`config.mk`:
```
export PLATFORM = sky130hd
export DESIGN_NAME = pedal_calibrate_smooth_deadzone
export DESIGN_NICKNAME = d
export VERILOG_FILES = /design/src/rtl/pcsd_pkg.sv /design/src/rtl/pcsd_queue.sv /design/src/rtl/pcsd_front.sv /design/src/rtl/pcsd_div.sv /design/src/rtl/pcsd_back.sv /design/src/rtl/pedal_calibrate_smooth_deadzone.sv
export SDC_FILE = /design/constraint.sdc
export NUM_CORES = 2
export LEC_CHECK = 0
export ABC_AREA = 1
export BUFFER_PORTS_ARGS = -buffer_cell sky130_fd_sc_hd__buf_2
export CAP_MARGIN = 15
export CORE_UTILIZATION = 25
export CTS_CLUSTER_SIZE = 8
export DETAILED_ROUTE_END_ITERATION = 16
export GPL_ROUTABILITY_DRIVEN = 0
export PLACE_DENSITY_LB_ADDON = 0.2
export SLEW_MARGIN = 0
export SYNTH_ARGS = -nofsm -noshare
export SYNTH_HDL_FRONTEND = slang
export SYNTH_HIERARCHICAL = 1
export SYNTH_SLANG_ARGS = --single-unit
```
`constraint.sdc`:
```
create_clock -name i_clk -period 15.99 [get_ports i_clk]
set_input_delay 2.3985 -clock i_clk [delete_from_list [all_inputs] [get_ports i_clk]]
set_output_delay 2.3985 -clock i_clk [all_outputs]
set_load 0.03 [all_outputs]
```
`src/rtl/pcsd_pkg.sv`:
```
// ----------------------------------------------------------------------------
// pcsd_pkg
// shared constants, register codes and types of the pedal calibrate, smooth
// and dead band block
// ----------------------------------------------------------------------------
package pcsd_pkg;

    localparam int FULL_SCALE  = 1023;
    localparam int ALPHA_BITS  = 16;
    localparam int LOAD_BITS   = 24;
    localparam int NUM_CH      = 3;
    localparam int CH_W        = $clog2(NUM_CH);
    localparam int SAMPLE_W    = 10;
    localparam int DEAD_W      = 10;
    localparam int LEVEL_W     = $clog2(FULL_SCALE + 1);
    localparam int NUM_W       = LOAD_BITS + 1;
    localparam int SPAN_W      = LOAD_BITS + 2;
    localparam int DIVD_W      = NUM_W + LEVEL_W;
    localparam int PROD_W      = ALPHA_BITS + LEVEL_W + 2;
    localparam int QUEUE_DEPTH = 2;
    localparam int CFG_DATA_W  = 64;
    localparam int CFG_ADDR_W  = 6;
    localparam int REG_IDX_W   = 3;

    localparam logic [CH_W-1:0] CH_CLUTCH   = CH_W'(0);
    localparam logic [CH_W-1:0] CH_THROTTLE = CH_W'(1);
    localparam logic [CH_W-1:0] CH_BRAKE    = CH_W'(2);

    typedef enum logic [REG_IDX_W-1:0] {
        REG_CLUTCH_LOW,
        REG_CLUTCH_HIGH,
        REG_THROTTLE_LOW,
        REG_THROTTLE_HIGH,
        REG_BRAKE_LOW,
        REG_BRAKE_HIGH,
        REG_DEAD_BAND,
        REG_SMOOTHING
    } t_reg_idx;

    typedef struct packed {
        logic [SAMPLE_W-1:0]                clutch_low;
        logic [SAMPLE_W-1:0]                clutch_high;
        logic [SAMPLE_W-1:0]                throttle_low;
        logic [SAMPLE_W-1:0]                throttle_high;
        logic signed [LOAD_BITS-1:0]        brake_low;
        logic signed [LOAD_BITS-1:0]        brake_high;
        logic [DEAD_W-1:0]                  dead_band;
        logic [NUM_CH-1:0][ALPHA_BITS-1:0]  alpha;
    } t_cfg;

    localparam logic [SAMPLE_W-1:0]   CLUTCH_LOW_RST    = SAMPLE_W'(0);
    localparam logic [SAMPLE_W-1:0]   CLUTCH_HIGH_RST   = SAMPLE_W'(800);
    localparam logic [SAMPLE_W-1:0]   THROTTLE_LOW_RST  = SAMPLE_W'(0);
    localparam logic [SAMPLE_W-1:0]   THROTTLE_HIGH_RST = SAMPLE_W'(800);
    localparam logic [LOAD_BITS-1:0]  BRAKE_LOW_RST     = LOAD_BITS'(0);
    localparam logic [LOAD_BITS-1:0]  BRAKE_HIGH_RST    = LOAD_BITS'(200000);
    localparam logic [DEAD_W-1:0]     DEAD_BAND_RST     = DEAD_W'(20);
    localparam logic [NUM_CH-1:0][ALPHA_BITS-1:0] ALPHA_RST =
        {ALPHA_BITS'(16'h0CCD), ALPHA_BITS'(16'h2666), ALPHA_BITS'(16'h199A)};

    // how a channel gets its mapped value
    typedef enum logic [1:0] {
        K_ZERO,
        K_FULL,
        K_DIV
    } t_kind;

    typedef struct packed {
        t_kind              kind;
        logic [NUM_W-1:0]   num;
        logic [NUM_W-1:0]   den;
    } t_chan_job;

    typedef struct packed {
        t_chan_job [NUM_CH-1:0] ch;
    } t_job;

    typedef enum logic [2:0] {
        BK_IDLE,
        BK_MAP,
        BK_DIV,
        BK_MUL,
        BK_ADD
    } t_back_state;

endpackage

```
`src/rtl/pcsd_queue.sv`:
```
// ----------------------------------------------------------------------------
// pcsd_queue
// small register queue between the classify front and the processing back
// ----------------------------------------------------------------------------
module pcsd_queue #(
    parameter int WIDTH = 8,
    parameter int DEPTH = pcsd_pkg::QUEUE_DEPTH
) (
    input  logic             i_clk,
    input  logic             i_rst_n,
    input  logic             i_push,
    input  logic [WIDTH-1:0] i_data,
    output logic             o_full,
    input  logic             i_pop,
    output logic [WIDTH-1:0] o_data,
    output logic             o_empty
);

    localparam int PTR_W = (DEPTH > 1) ? $clog2(DEPTH) : 1;
    localparam int CNT_W = $clog2(DEPTH + 1);

    logic [WIDTH-1:0] r_mem [DEPTH];
    logic [PTR_W-1:0] r_wr, n_wr;
    logic [PTR_W-1:0] r_rd, n_rd;
    logic [CNT_W-1:0] r_cnt, n_cnt;

    assign o_full  = (r_cnt == CNT_W'(DEPTH));
    assign o_empty = (r_cnt == '0);
    assign o_data  = r_mem[r_rd];

    always_comb begin
        n_wr  = r_wr;
        n_rd  = r_rd;
        n_cnt = r_cnt;
        if (i_push) begin
            n_wr = (r_wr == PTR_W'(DEPTH - 1)) ? '0 : r_wr + 1'b1;
        end
        if (i_pop) begin
            n_rd = (r_rd == PTR_W'(DEPTH - 1)) ? '0 : r_rd + 1'b1;
        end
        if (i_push && !i_pop) begin
            n_cnt = r_cnt + 1'b1;
        end else if (!i_push && i_pop) begin
            n_cnt = r_cnt - 1'b1;
        end
    end

    always_ff @(posedge i_clk) begin
        if (!i_rst_n) begin
            r_wr  <= '0;
            r_rd  <= '0;
            r_cnt <= '0;
        end else begin
            r_wr  <= n_wr;
            r_rd  <= n_rd;
            r_cnt <= n_cnt;
        end
    end

    always_ff @(posedge i_clk) begin
        if (i_push) begin
            r_mem[r_wr] <= i_data;
        end
    end

    a_no_push_full: assert property (@(posedge i_clk) disable iff (!i_rst_n)
        i_push |-> (!o_full || i_pop))
        else $error("queue written while full");

    a_no_pop_empty: assert property (@(posedge i_clk) disable iff (!i_rst_n)
        i_pop |-> !o_empty)
        else $error("queue read while empty");

endmodule

```
`src/rtl/pcsd_front.sv`:
```
// ----------------------------------------------------------------------------
// pcsd_front
// takes items, clamps each reading to its window and classifies the mapping
// ----------------------------------------------------------------------------
module pcsd_front (
    input  logic                                  i_in_valid,
    output logic                                  o_in_ready,
    input  logic [pcsd_pkg::SAMPLE_W-1:0]         i_clutch_sample,
    input  logic [pcsd_pkg::SAMPLE_W-1:0]         i_throttle_sample,
    input  logic signed [pcsd_pkg::LOAD_BITS-1:0] i_brake_sample,
    input  pcsd_pkg::t_cfg                        i_cfg,
    input  logic                                  i_q_full,
    output logic                                  o_push,
    output pcsd_pkg::t_job                        o_job
);

    localparam int NUM_W  = pcsd_pkg::NUM_W;
    localparam int SPAN_W = pcsd_pkg::SPAN_W;

    function automatic pcsd_pkg::t_chan_job classify(
        input logic signed [NUM_W-1:0] x,
        input logic signed [NUM_W-1:0] lo,
        input logic signed [NUM_W-1:0] hi
    );
        logic signed [SPAN_W-1:0] span;
        logic signed [SPAN_W-1:0] off;
        logic signed [NUM_W-1:0]  c;
        pcsd_pkg::t_chan_job      j;
        span = SPAN_W'(hi) - SPAN_W'(lo);
        c    = (x < lo) ? lo : ((x > hi) ? hi : x);
        off  = SPAN_W'(c) - SPAN_W'(lo);
        j.num = off[NUM_W-1:0];
        j.den = span[NUM_W-1:0];
        if (span == '0) begin
            j.kind = pcsd_pkg::K_ZERO;
        end else if (span < 0) begin
            // reversed window: below low maps to zero, anything else to full
            j.kind = (x < lo) ? pcsd_pkg::K_ZERO : pcsd_pkg::K_FULL;
        end else begin
            j.kind = pcsd_pkg::K_DIV;
        end
        return j;
    endfunction

    logic signed [NUM_W-1:0] c_x, c_lo, c_hi;
    logic signed [NUM_W-1:0] t_x, t_lo, t_hi;
    logic signed [NUM_W-1:0] b_x, b_lo, b_hi;

    assign c_x  = signed'(NUM_W'(i_clutch_sample));
    assign c_lo = signed'(NUM_W'(i_cfg.clutch_low));
    assign c_hi = signed'(NUM_W'(i_cfg.clutch_high));
    assign t_x  = signed'(NUM_W'(i_throttle_sample));
    assign t_lo = signed'(NUM_W'(i_cfg.throttle_low));
    assign t_hi = signed'(NUM_W'(i_cfg.throttle_high));
    assign b_x  = NUM_W'(i_brake_sample);
    assign b_lo = NUM_W'(i_cfg.brake_low);
    assign b_hi = NUM_W'(i_cfg.brake_high);

    always_comb begin
        o_job.ch[pcsd_pkg::CH_CLUTCH]   = classify(c_x, c_lo, c_hi);
        o_job.ch[pcsd_pkg::CH_THROTTLE] = classify(t_x, t_lo, t_hi);
        o_job.ch[pcsd_pkg::CH_BRAKE]    = classify(b_x, b_lo, b_hi);
    end

    assign o_in_ready = !i_q_full;
    assign o_push     = i_in_valid && !i_q_full;

endmodule

```
`src/rtl/pcsd_div.sv`:
```
// ----------------------------------------------------------------------------
// pcsd_div
// restoring divider, one quotient bit per cycle: num * FULL_SCALE / den
// ----------------------------------------------------------------------------
module pcsd_div (
    input  logic                              i_clk,
    input  logic                              i_rst_n,
    input  logic                              i_start,
    input  logic [pcsd_pkg::NUM_W-1:0]        i_num,
    input  logic [pcsd_pkg::NUM_W-1:0]        i_den,
    output logic                              o_done,
    output logic [pcsd_pkg::LEVEL_W-1:0]      o_quot
);

    localparam int DIVD_W  = pcsd_pkg::DIVD_W;
    localparam int LEVEL_W = pcsd_pkg::LEVEL_W;
    localparam int CNT_W   = $clog2(LEVEL_W + 1);

    logic [DIVD_W-1:0]  r_rem,  n_rem;
    logic [DIVD_W-1:0]  r_dsh,  n_dsh;
    logic [LEVEL_W-1:0] r_quot, n_quot;
    logic [CNT_W-1:0]   r_cnt,  n_cnt;
    logic               r_busy, n_busy;
    logic               r_done, n_done;
    logic               fits;

    assign fits = (r_rem >= r_dsh);

    always_comb begin
        n_rem  = r_rem;
        n_dsh  = r_dsh;
        n_quot = r_quot;
        n_cnt  = r_cnt;
        n_busy = r_busy;
        n_done = 1'b0;
        if (i_start) begin
            n_rem  = DIVD_W'(i_num) * DIVD_W'(pcsd_pkg::FULL_SCALE);
            n_dsh  = DIVD_W'(i_den) << (LEVEL_W - 1);
            n_quot = '0;
            n_cnt  = CNT_W'(LEVEL_W);
            n_busy = 1'b1;
        end else if (r_busy) begin
            if (fits) begin
                n_rem = r_rem - r_dsh;
            end
            n_quot = {r_quot[LEVEL_W-2:0], fits};
            n_dsh  = r_dsh >> 1;
            n_cnt  = r_cnt - 1'b1;
            if (r_cnt == CNT_W'(1)) begin
                n_busy = 1'b0;
                n_done = 1'b1;
            end
        end
    end

    always_ff @(posedge i_clk) begin
        if (!i_rst_n) begin
            r_busy <= 1'b0;
            r_done <= 1'b0;
            r_cnt  <= '0;
        end else begin
            r_busy <= n_busy;
            r_done <= n_done;
            r_cnt  <= n_cnt;
        end
    end

    always_ff @(posedge i_clk) begin
        r_rem  <= n_rem;
        r_dsh  <= n_dsh;
        r_quot <= n_quot;
    end

    assign o_done = r_done;
    assign o_quot = r_quot;

endmodule

```
`src/rtl/pcsd_back.sv`:
```
// ----------------------------------------------------------------------------
// pcsd_back
// per channel mapping, moving average and dead band, with the result register
// ----------------------------------------------------------------------------
module pcsd_back (
    input  logic                              i_clk,
    input  logic                              i_rst_n,
    input  pcsd_pkg::t_cfg                    i_cfg,
    input  logic                              i_q_empty,
    input  pcsd_pkg::t_job                    i_q_data,
    output logic                              o_pop,
    output logic                              o_div_start,
    output logic [pcsd_pkg::NUM_W-1:0]        o_div_num,
    output logic [pcsd_pkg::NUM_W-1:0]        o_div_den,
    input  logic                              i_div_done,
    input  logic [pcsd_pkg::LEVEL_W-1:0]      i_div_quot,
    output logic                              o_out_valid,
    input  logic                              i_out_ready,
    output logic [pcsd_pkg::LEVEL_W-1:0]      o_clutch_level,
    output logic [pcsd_pkg::LEVEL_W-1:0]      o_throttle_level,
    output logic [pcsd_pkg::LEVEL_W-1:0]      o_brake_level
);

    localparam int LEVEL_W    = pcsd_pkg::LEVEL_W;
    localparam int ALPHA_BITS = pcsd_pkg::ALPHA_BITS;
    localparam int PROD_W     = pcsd_pkg::PROD_W;
    localparam int NUM_CH     = pcsd_pkg::NUM_CH;
    localparam int CH_W       = pcsd_pkg::CH_W;
    localparam int CMP_W      = (LEVEL_W > pcsd_pkg::DEAD_W) ? LEVEL_W : pcsd_pkg::DEAD_W;

    pcsd_pkg::t_back_state r_state, n_state;

    pcsd_pkg::t_job             r_job;
    logic [CH_W-1:0]            r_ch;
    logic [LEVEL_W-1:0]         r_x;
    logic [LEVEL_W-1:0]         r_fbase;
    logic signed [PROD_W-1:0]   r_prod;
    logic [LEVEL_W-1:0]         r_smooth [NUM_CH];
    logic [LEVEL_W-1:0]         r_level  [NUM_CH];
    logic                       r_out_valid;

    pcsd_pkg::t_chan_job        cur;
    logic                       last;
    logic                       out_free;
    logic                       commit;
    logic [LEVEL_W-1:0]         f_eff;
    logic signed [LEVEL_W:0]    diff;
    logic signed [PROD_W-1:0]   prod;
    logic [PROD_W-1:0]          sum;
    logic [LEVEL_W-1:0]         f_new;
    logic [LEVEL_W-1:0]         f_db;

    assign cur      = r_job.ch[r_ch];
    assign last     = (r_ch == CH_W'(NUM_CH - 1));
    assign out_free = !r_out_valid || i_out_ready;

    // empty filter takes the mapped value first
    assign f_eff = (r_smooth[r_ch] == '0) ? r_x : r_smooth[r_ch];
    assign diff  = signed'({1'b0, r_x}) - signed'({1'b0, f_eff});
    assign prod  = signed'({1'b0, i_cfg.alpha[r_ch]}) * diff;
    assign sum   = PROD_W'({r_fbase, {ALPHA_BITS{1'b0}}}) + PROD_W'(r_prod);
    assign f_new = sum[ALPHA_BITS +: LEVEL_W];
    assign f_db  = (CMP_W'(f_new) < CMP_W'(i_cfg.dead_band)) ? '0 : f_new;

    always_comb begin
        n_state = r_state;
        case (r_state)
            pcsd_pkg::BK_IDLE: begin
                if (!i_q_empty) begin
                    n_state = pcsd_pkg::BK_MAP;
                end
            end
            pcsd_pkg::BK_MAP: begin
                n_state = (cur.kind == pcsd_pkg::K_DIV) ? pcsd_pkg::BK_DIV
                                                        : pcsd_pkg::BK_MUL;
            end
            pcsd_pkg::BK_DIV: begin
                if (i_div_done) begin
                    n_state = pcsd_pkg::BK_MUL;
                end
            end
            pcsd_pkg::BK_MUL: begin
                n_state = pcsd_pkg::BK_ADD;
            end
            pcsd_pkg::BK_ADD: begin
                if (!last) begin
                    n_state = pcsd_pkg::BK_MAP;
                end else if (out_free) begin
                    n_state = pcsd_pkg::BK_IDLE;
                end
            end
            default: begin
                n_state = pcsd_pkg::BK_IDLE;
            end
        endcase
    end

    always_comb begin
        o_pop       = 1'b0;
        o_div_start = 1'b0;
        commit      = 1'b0;
        case (r_state)
            pcsd_pkg::BK_IDLE: begin
                o_pop = !i_q_empty;
            end
            pcsd_pkg::BK_MAP: begin
                o_div_start = (cur.kind == pcsd_pkg::K_DIV);
            end
            pcsd_pkg::BK_ADD: begin
                commit = !last || out_free;
            end
            default: begin
                o_pop = 1'b0;
            end
        endcase
    end

    assign o_div_num = cur.num;
    assign o_div_den = cur.den;

    always_ff @(posedge i_clk) begin
        if (!i_rst_n) begin
            r_state     <= pcsd_pkg::BK_IDLE;
            r_ch        <= '0;
            r_out_valid <= 1'b0;
            for (int i = 0; i < NUM_CH; i++) begin
                r_smooth[i] <= '0;
            end
        end else begin
            r_state <= n_state;
            if (o_pop) begin
                r_ch <= '0;
            end else if (commit) begin
                r_ch <= last ? '0 : r_ch + 1'b1;
            end
            if (commit) begin
                r_smooth[r_ch] <= f_db;
            end
            if (commit && last) begin
                r_out_valid <= 1'b1;
            end else if (i_out_ready) begin
                r_out_valid <= 1'b0;
            end
        end
    end

    always_ff @(posedge i_clk) begin
        if (o_pop) begin
            r_job <= i_q_data;
        end
        if (r_state == pcsd_pkg::BK_MAP) begin
            r_x <= (cur.kind == pcsd_pkg::K_FULL) ? LEVEL_W'(pcsd_pkg::FULL_SCALE) : '0;
        end else if (r_state == pcsd_pkg::BK_DIV && i_div_done) begin
            r_x <= i_div_quot;
        end
        if (r_state == pcsd_pkg::BK_MUL) begin
            r_fbase <= f_eff;
            r_prod  <= prod;
        end
        if (commit && last) begin
            for (int i = 0; i < NUM_CH; i++) begin
                r_level[i] <= (CH_W'(i) == r_ch) ? f_db : r_smooth[i];
            end
        end
    end

    assign o_out_valid      = r_out_valid;
    assign o_clutch_level   = r_level[pcsd_pkg::CH_CLUTCH];
    assign o_throttle_level = r_level[pcsd_pkg::CH_THROTTLE];
    assign o_brake_level    = r_level[pcsd_pkg::CH_BRAKE];

    a_quot_range: assert property (@(posedge i_clk) disable iff (!i_rst_n)
        (r_state == pcsd_pkg::BK_DIV && i_div_done)
            |-> (i_div_quot <= LEVEL_W'(pcsd_pkg::FULL_SCALE)))
        else $error("mapped value above full scale");

    a_pop_starts: assert property (@(posedge i_clk) disable iff (!i_rst_n)
        o_pop |=> (r_state == pcsd_pkg::BK_MAP && r_ch == '0))
        else $error("item not started at first channel");

    a_result_held: assert property (@(posedge i_clk) disable iff (!i_rst_n)
        (r_out_valid && !i_out_ready) |=> (r_out_valid && $stable(r_level[0])
            && $stable(r_level[1]) && $stable(r_level[2])))
        else $error("pending result overwritten");

endmodule

```
`src/rtl/pedal_calibrate_smooth_deadzone.sv`:
```
// ----------------------------------------------------------------------------
// pedal_calibrate_smooth_deadzone
// three pedal axes: window clamp, linear map, moving average and dead band
// ----------------------------------------------------------------------------
// each channel with a normal window runs through the map, divide, multiply and
// add states and uses the shared one-bit-per-cycle divider; a channel with an
// empty or reversed window skips the divide state. the two-item queue keeps
// taking new items while the back end still works on an earlier one, until it
// fills. reset is synchronous active low and loads the calibration defaults
// and clears the filters.
// ----------------------------------------------------------------------------
module pedal_calibrate_smooth_deadzone #(
    parameter int QUEUE_DEPTH = pcsd_pkg::QUEUE_DEPTH
) (
    input  logic                                   i_clk,
    input  logic                                   i_rst_n,
    input  logic                                   i_in_valid,
    output logic                                   o_in_ready,
    input  logic [pcsd_pkg::SAMPLE_W-1:0]          i_clutch_sample,
    input  logic [pcsd_pkg::SAMPLE_W-1:0]          i_throttle_sample,
    input  logic signed [pcsd_pkg::LOAD_BITS-1:0]  i_brake_sample,
    output logic                                   o_out_valid,
    input  logic                                   i_out_ready,
    output logic [pcsd_pkg::LEVEL_W-1:0]           o_clutch_level,
    output logic [pcsd_pkg::LEVEL_W-1:0]           o_throttle_level,
    output logic [pcsd_pkg::LEVEL_W-1:0]           o_brake_level,
    input  logic                                   psel,
    input  logic                                   penable,
    input  logic                                   pwrite,
    input  logic [pcsd_pkg::CFG_ADDR_W-1:0]        paddr,
    input  logic [pcsd_pkg::CFG_DATA_W-1:0]        pwdata,
    output logic [pcsd_pkg::CFG_DATA_W-1:0]        prdata,
    output logic                                   pready
);

    localparam int DATA_W    = pcsd_pkg::CFG_DATA_W;
    localparam int SAMPLE_W  = pcsd_pkg::SAMPLE_W;
    localparam int LOAD_BITS = pcsd_pkg::LOAD_BITS;
    localparam int DEAD_W    = pcsd_pkg::DEAD_W;
    localparam int ALPHA_W   = pcsd_pkg::NUM_CH * pcsd_pkg::ALPHA_BITS;
    localparam int IDX_LSB   = 3;

    pcsd_pkg::t_cfg     r_cfg;
    pcsd_pkg::t_reg_idx reg_idx;
    logic               wr_en;

    pcsd_pkg::t_job     push_job;
    pcsd_pkg::t_job     q_data;
    logic               push, q_full, q_empty, pop;
    logic               div_start, div_done;
    logic [pcsd_pkg::NUM_W-1:0]   div_num, div_den;
    logic [pcsd_pkg::LEVEL_W-1:0] div_quot;

    assign reg_idx = pcsd_pkg::t_reg_idx'(paddr[IDX_LSB +: pcsd_pkg::REG_IDX_W]);
    assign wr_en   = psel && penable && pwrite;
    assign pready  = 1'b1;

    always_ff @(posedge i_clk) begin
        if (!i_rst_n) begin
            r_cfg.clutch_low    <= pcsd_pkg::CLUTCH_LOW_RST;
            r_cfg.clutch_high   <= pcsd_pkg::CLUTCH_HIGH_RST;
            r_cfg.throttle_low  <= pcsd_pkg::THROTTLE_LOW_RST;
            r_cfg.throttle_high <= pcsd_pkg::THROTTLE_HIGH_RST;
            r_cfg.brake_low     <= pcsd_pkg::BRAKE_LOW_RST;
            r_cfg.brake_high    <= pcsd_pkg::BRAKE_HIGH_RST;
            r_cfg.dead_band     <= pcsd_pkg::DEAD_BAND_RST;
            r_cfg.alpha         <= pcsd_pkg::ALPHA_RST;
        end else if (wr_en) begin
            case (reg_idx)
                pcsd_pkg::REG_CLUTCH_LOW:    r_cfg.clutch_low    <= pwdata[SAMPLE_W-1:0];
                pcsd_pkg::REG_CLUTCH_HIGH:   r_cfg.clutch_high   <= pwdata[SAMPLE_W-1:0];
                pcsd_pkg::REG_THROTTLE_LOW:  r_cfg.throttle_low  <= pwdata[SAMPLE_W-1:0];
                pcsd_pkg::REG_THROTTLE_HIGH: r_cfg.throttle_high <= pwdata[SAMPLE_W-1:0];
                pcsd_pkg::REG_BRAKE_LOW:     r_cfg.brake_low     <= pwdata[LOAD_BITS-1:0];
                pcsd_pkg::REG_BRAKE_HIGH:    r_cfg.brake_high    <= pwdata[LOAD_BITS-1:0];
                pcsd_pkg::REG_DEAD_BAND:     r_cfg.dead_band     <= pwdata[DEAD_W-1:0];
                pcsd_pkg::REG_SMOOTHING:     r_cfg.alpha         <= pwdata[ALPHA_W-1:0];
                default: begin
                    r_cfg <= r_cfg;
                end
            endcase
        end
    end

    always_comb begin
        case (reg_idx)
            pcsd_pkg::REG_CLUTCH_LOW:    prdata = DATA_W'(r_cfg.clutch_low);
            pcsd_pkg::REG_CLUTCH_HIGH:   prdata = DATA_W'(r_cfg.clutch_high);
            pcsd_pkg::REG_THROTTLE_LOW:  prdata = DATA_W'(r_cfg.throttle_low);
            pcsd_pkg::REG_THROTTLE_HIGH: prdata = DATA_W'(r_cfg.throttle_high);
            pcsd_pkg::REG_BRAKE_LOW:
                prdata = {{(DATA_W - LOAD_BITS){1'b0}}, r_cfg.brake_low};
            pcsd_pkg::REG_BRAKE_HIGH:
                prdata = {{(DATA_W - LOAD_BITS){1'b0}}, r_cfg.brake_high};
            pcsd_pkg::REG_DEAD_BAND:     prdata = DATA_W'(r_cfg.dead_band);
            pcsd_pkg::REG_SMOOTHING:     prdata = DATA_W'(r_cfg.alpha);
            default: begin
                prdata = '0;
            end
        endcase
    end

    pcsd_front u_front (
        .i_in_valid        (i_in_valid),
        .o_in_ready        (o_in_ready),
        .i_clutch_sample   (i_clutch_sample),
        .i_throttle_sample (i_throttle_sample),
        .i_brake_sample    (i_brake_sample),
        .i_cfg             (r_cfg),
        .i_q_full          (q_full),
        .o_push            (push),
        .o_job             (push_job)
    );

    pcsd_queue #(
        .WIDTH ($bits(pcsd_pkg::t_job)),
        .DEPTH (QUEUE_DEPTH)
    ) u_queue (
        .i_clk   (i_clk),
        .i_rst_n (i_rst_n),
        .i_push  (push),
        .i_data  (push_job),
        .o_full  (q_full),
        .i_pop   (pop),
        .o_data  (q_data),
        .o_empty (q_empty)
    );

    pcsd_div u_div (
        .i_clk   (i_clk),
        .i_rst_n (i_rst_n),
        .i_start (div_start),
        .i_num   (div_num),
        .i_den   (div_den),
        .o_done  (div_done),
        .o_quot  (div_quot)
    );

    pcsd_back u_back (
        .i_clk            (i_clk),
        .i_rst_n          (i_rst_n),
        .i_cfg            (r_cfg),
        .i_q_empty        (q_empty),
        .i_q_data         (q_data),
        .o_pop            (pop),
        .o_div_start      (div_start),
        .o_div_num        (div_num),
        .o_div_den        (div_den),
        .i_div_done       (div_done),
        .i_div_quot       (div_quot),
        .o_out_valid      (o_out_valid),
        .i_out_ready      (i_out_ready),
        .o_clutch_level   (o_clutch_level),
        .o_throttle_level (o_throttle_level),
        .o_brake_level    (o_brake_level)
    );

endmodule

```
# Yosys cells after proc, flatten, opt, wreduce, memory -nomap -nowiden
# Memories as Yosys holds them, arrays and structs flattened. A register that Yosys moved wholly into a read port is not among the register bits.
# Index checks and enable logic that the tools add are counted.
# totals
register_bits	287
mem_bits_rw	372
output_inout_bits	97
wordCells	192
memories	3
# mem_list
memory	depth	width	rd	rd_ports_with_merged_regs	wr	line_no	rtl
u_queue.r_mem	2	156	1	1	1	pcsd_queue.sv:22	logic [WIDTH-1:0] r_mem [DEPTH];
u_back.r_level	3	10	3	0	3	pcsd_back.sv:39	logic [LEVEL_W-1:0] r_level [NUM_CH];
u_back.r_smooth	3	10	4	1	3	pcsd_back.sv:38	logic [LEVEL_W-1:0] r_smooth [NUM_CH];
# op_classes
addsub	15
multipliers	2
order_cmp	12
n_eq_ne	21
mux	68
n_bitwise	2
n_reduce_logical	42
# op_table
operator	n
64-bit case mux with 8 select lines	1
10-bit 2-to-1 mux	13
35-bit 2-to-1 mux	3
52-bit binary-select mux with 2-bit select	1
26-bit zero test	3
34-bit 2-to-1 mux	2
52-bit 2-to-1 mux	1
25-bit 2-to-1 mux	2
25-bit by 11-bit subtractor with 25-bit output	2
35-bit by 34-bit greater-or-equal comparator with 1-bit output	1
25-bit by 10-bit multiplier with 35-bit output (second input constant)	1
35-bit by 34-bit subtractor with 35-bit output	1
10-bit by 10-bit subtractor with 11-bit output	3
16-bit binary-select mux with 2-bit select	1
10-bit < comparator	3
26-bit adder	1
17-bit by 11-bit multiplier with 26-bit output	1
25-bit by 1-bit < comparator with 1-bit output (second input constant)	1
24-bit by 24-bit subtractor with 25-bit output	1
25-bit by 24-bit subtractor with 25-bit output	1
24-bit greater-than comparator	1
24-bit < comparator	1
1-bit 2-to-1 mux	24
2-bit 2-to-1 mux	12
other kinds (34)	81

# Longest topological paths before layout
# depth
depth_word	9
mapped_depth	44

# By module
# The synthesis kept the hierarchy.
# by_module_without_submodules
mod	instances	cells_per_inst	area_per_inst_um2	seq_area_each_um2
pcsd_back	1	1702	16966.3	7847.5
pcsd_div	1	1652	11946.5	2302.2
pcsd_queue	1	520	11538.6	9469.1
pcsd_front	1	1507	8483.1	0.0
pedal_calibrate_smooth_deadzone	1	957	6612.6	2922.8

# Least setup slack after synthesis
# OpenSTA, ideal clock, no wires.
# synth_timing
kind	input to register
start	input port i_in_valid
end	memory u_queue/r_mem[0][0] (netlist bit) (enable)
arrival_time_ns	9.153
t_required_ns	15.316
path_slack_ns	6.163
cell_stages	4
path_cell_list	inv_1 nor2_1 inv_1 nor2_1
# synth_via
elab_chain_cells	3
# synth_lines
item	line_no	rtl
start: declaration	pedal_calibrate_smooth_deadzone.sv:17	input logic i_in_valid,
1-bit logical AND	pcsd_front.sv:66	assign o_push = i_in_valid && !i_q_full;
net push	pedal_calibrate_smooth_deadzone.sv:49	logic push, q_full, q_empty, pop;
1-bit 2-to-1 mux	pcsd_queue.sv:61	if (i_push) begin
1-bit 2-to-1 mux (not written as such)	pcsd_queue.sv:62	r_mem[r_wr] <= i_data;
end: declaration	pcsd_queue.sv:22	
# The timed path passes the listed nets, and every way through them passes these cells.

==> results.tsv <==
stage	metric	value	unit
detailed_routing	Via-to-Cell Ratio	4.48	
logic_synthesis	Avg Cell Area, Syn	8.76	um2
sta	unrepaired setup endpoints after global routing	false	
sta	time the final worst path needs with I/O delays and setup	9.22	ns
setup_path	Critical Path Sink Type	flip-flop	
sta	Slew Limit Headroom	0.278	
grt	pin count of the biggest net entering global routing	135	
logic_synthesis	flip-flop and latch count after synthesis	812	
detailed_routing	ANT nets after route	0	
cts	CTS tree	done	
setup_path	register-to-register setup slack	6.77	ns
hold_path	depth of the worst hold-timing path	2	
logic_synthesis	yosys synthesis warning count	6	
sta	Final Hold Fails	0	
hold_path	min-delay src	u_div/o_quot[9]	
detailed_routing	drt initial violations	2859	
logic_synthesis	synthesized netlist cell count	6338	
sta	Slew Limit Fails	0	
cts	# Post-CTS Setup Buffers	0	
sta	number of endpoints failing setup at the final stage	0	
floorplanning	DIE AREA	224000	um2
cts	number of buffers inserted during clock tree synthesis	113	
hold_path	Hold/Removal Path Class	reg -> reg	
setup_path	standard cell with the maximum stage delay on the critical path	sky130_fd_sc_hd__dfxtp_1	
cts	Clock Path Buffers	3	
cts	number of buffers inserted for hold repair after clock tree synthesis	0	
cts	number of clock sinks	812	
sta	maximum achievable frequency	108	MHz
grt	global-route wire length before repair	263000	um
cts	clock transition at the register clock pins on the worst setup and hold paths after CTS	0.05	ns
logic_synthesis	Synth cell types	63	
setup_path	Critical Path RT	16.47	ns
floorplanning	Die Width	473	um
final_layout	layout cells sized above 1	0.0909	
hold_path	worst-case hold path end point	u_div/o_quot[9]	
setup_path	critical path's most frequent cell	sky130_fd_sc_hd__nand2_1	
detailed_routing	drt drc	0	
setup_path	slowest cell delay on critical path	0.80	ns
logic_synthesis	sequential element share of the synthesized area	0.406	
setup_path	cell family contributing the most delay on the critical path	adder cells	
cts	total number of H-tree levels	3	
run	number of max-cap violations	0	
cts	later-pin clock latency in the skew report	0.75	ns
floorplanning	core footprint	220000	um2
setup_path	worst reg-to-reg path cell count	36	
logic_synthesis	EDFF count, synth	628	
detailed_routing	via count	42400	
sta	pin slew with the least headroom to its limit	1.08	ns
floorplanning	Die Y	473	um
place	HPWL reported at the end of detailed placement	134000	um
cts	count of instances resized after the clock tree is built	0	
floorplanning	Boundary Pins	218	
final_layout	utilization after layout	0.283	
logic_synthesis	leading area contributor after synthesis	sky130_fd_sc_hd__edfxtp_1	
run_status	result of the run	finished clean	
detailed_routing	total wire length after detailed routing	175000	um
setup_path	destination of the worst register-to-register timing path	u_back/r_prod[24]	
grt	global-route usage over all layers	0.154	
setup_path	count of buffering cells on the critical path with inverters included	7	
floorplanning	number of core rows	172	
cts	clock root buffer	sky130_fd_sc_hd__clkbuf_16	
setup_path	largest driver fanout on the critical path	21	
logic_synthesis	Post-synth top flop	sky130_fd_sc_hd__edfxtp_1	
setup_path	arrival time of the worst setup path	9.71	ns
logic_synthesis	top-count cell post-synth	sky130_fd_sc_hd__nand2_1	
logic_synthesis	share of flip-flops with an asynchronous set or reset after synthesis	0	
final_layout	Area Growth Syn to Fin	12.3	%
logic_synthesis	cell area after synthesis	55500	um2
final_layout	layout net count	7208	
sta	final clock skew	0.0432	ns
detailed_routing	drt first pass iters	8	
logic_synthesis	Area contributors post-synth	sky130_fd_sc_hd__edfxtp_1 (34%), sky130_fd_sc_hd__fa_1 (9.7%), sky130_fd_sc_hd__nand2_1 (9.5%), sky130_fd_sc_hd__ha_1 (8.4%), sky130_fd_sc_hd__inv_1 (7.3%)	
setup_path	launching element type of the critical path	flip-flop	
sta	worst-case hold slack	0.471	ns
place	count of buffers inserted at the top-level ports	181	
logic_synthesis	cell types with the highest counts after synthesis	sky130_fd_sc_hd__nand2_1 (1413), sky130_fd_sc_hd__inv_1 (1087), sky130_fd_sc_hd__edfxtp_1 (628)	
sta	sum of negative setup slack	0	ns
grt	number of antenna violations at the first check in global routing	29	
floorplanning	starting density of the core	0.252	
logic_synthesis	share of the synthesized area in the top cell type	0.339	
grt	aggregate global routing overflow	0	
final_layout	FILL cells	23500	
grt	number of global-route vias before repair	42200	
setup_path	classification of the worst setup path	reg -> reg	
sta	fin crit share	0.577	
detailed_routing	average wire length per cell after detail routing	18.4	um
==> metrics by stage <==
| step | cells | setup WS (ns) | area, um2 |
|---|---|---|---|
| 2_1_floorplan | 6353 | 6.16 | 55600 |
| 3_5_place_dp | 9287 | 6.86 | 59100 |
| 3_3_place_gp | 9287 | 6.85 | 59100 |
| 5_1_grt | 9473 | 6.05 | 62400 |
| 6_report | 9473 | 6.77 | 62400 |
| 4_1_cts | 9469 | 6.82 | 62400 |
==> tightest hold or removal path, delay by kind of cell, from the launching register on <==
family | cells | cell delay [ns]
flops | 1 | 0.33
compound gates | 1 | 0.06
simple gates | 1 | 0.05
==> how the worst max path moves through the flow <==
| stage | from | slack [ns] | depth (start not counted) | end |
|---|---|---|---|---|
| after detailed placement | flip-flop | 6.86 | 36 | u_back/r_prod[24] |
| final | flip-flop | 6.77 | 36 | u_back/r_prod[24] |
| after global placement | flip-flop | 6.85 | 36 | u_back/r_prod[22] |
| after global routing | flip-flop | 6.05 | 36 | u_back/r_prod[24] |
| after CTS | flip-flop | 6.82 | 35 | u_back/r_prod[24] |
| after floorplan | i_in_valid | 6.16 | 4 | u_queue/r_mem[0][0] |
==> routing by layer <==
| layer | GRT usage | share of wire |
|---|---|---|
| met1 | 0.218 | 0.48 |
| met2 | 0.248 | 0.45 |
| met3 | 0.0170 | 0.039 |
| met4 | 0.0407 | 0.024 |
| met5 | 0 | 0.00044 |
==> cell families (layout without fill, tap and decap cells) <==
logic type,after synthesis,in the layout,synth area share
simple gates,2572,2572,0.193
buf+inv,1346,1505,0.101
flops,812,812,0.406
compound gates,715,715,0.0723
fa+ha+maj,642,642,0.181
mux,156,156,0.0316
xor+xnor,93,93,0.0151
other cells,2,20,0.000135
==> cell type report <==
type	count	area (um2)	area share
diodes	3	7.51	0.000120
clock buffers	173	3070	0.0493
clock inverters	9	164	0.00263
inverters	1101	4140	0.0663
multi-input cells	4195	27500	0.441
flip-flops and latches	812	22500	0.361
well taps	2958	3700	0.0593
repair buffers	222	1230	0.0197
==> sequential cells by signal, indices dropped and copies added, names as in the netlist, 3 cells and up, named ones only <==
name and flops:
u_back/r_job 156, r_cfg 146, u_back/r_smooth 40, u_back/r_fbase 10
u_div/r_dsh 34, u_div/r_cnt 4, u_back/r_level 30, u_back/r_x 10
u_div/r_rem 35, u_back/r_prod 10, u_back/r_state 3, u_queue/r_mem 312
u_div/o_quot 10
==> placed cells by master, fill, tap and decap left out, drive strengths merged, types with 5 or more instances in the layout <==
cell	instances
a21boi	7
a21o	15
a21oi	245
a221oi	18
a22oi	42
a31oi	7
and2	5
buf	221
clkbuf	174
clkinv	12
conb	17
dfxtp	184
edfxtp	628
fa	269
ha	373
inv	1097
mux2	156
nand2	1436
nand3	344
nand3b	15
nand4	74
nor2	587
nor3	91
nor4	6
o2111ai	5
o211ai	23
o21a	5
o21ai	305
o21bai	15
o22ai	16
or2	12
xnor2	31
xor2	62
Power is left out: the tool's default activity adds up to more than one toggle a clock period on the data nets, which glitch-free logic cannot reach.
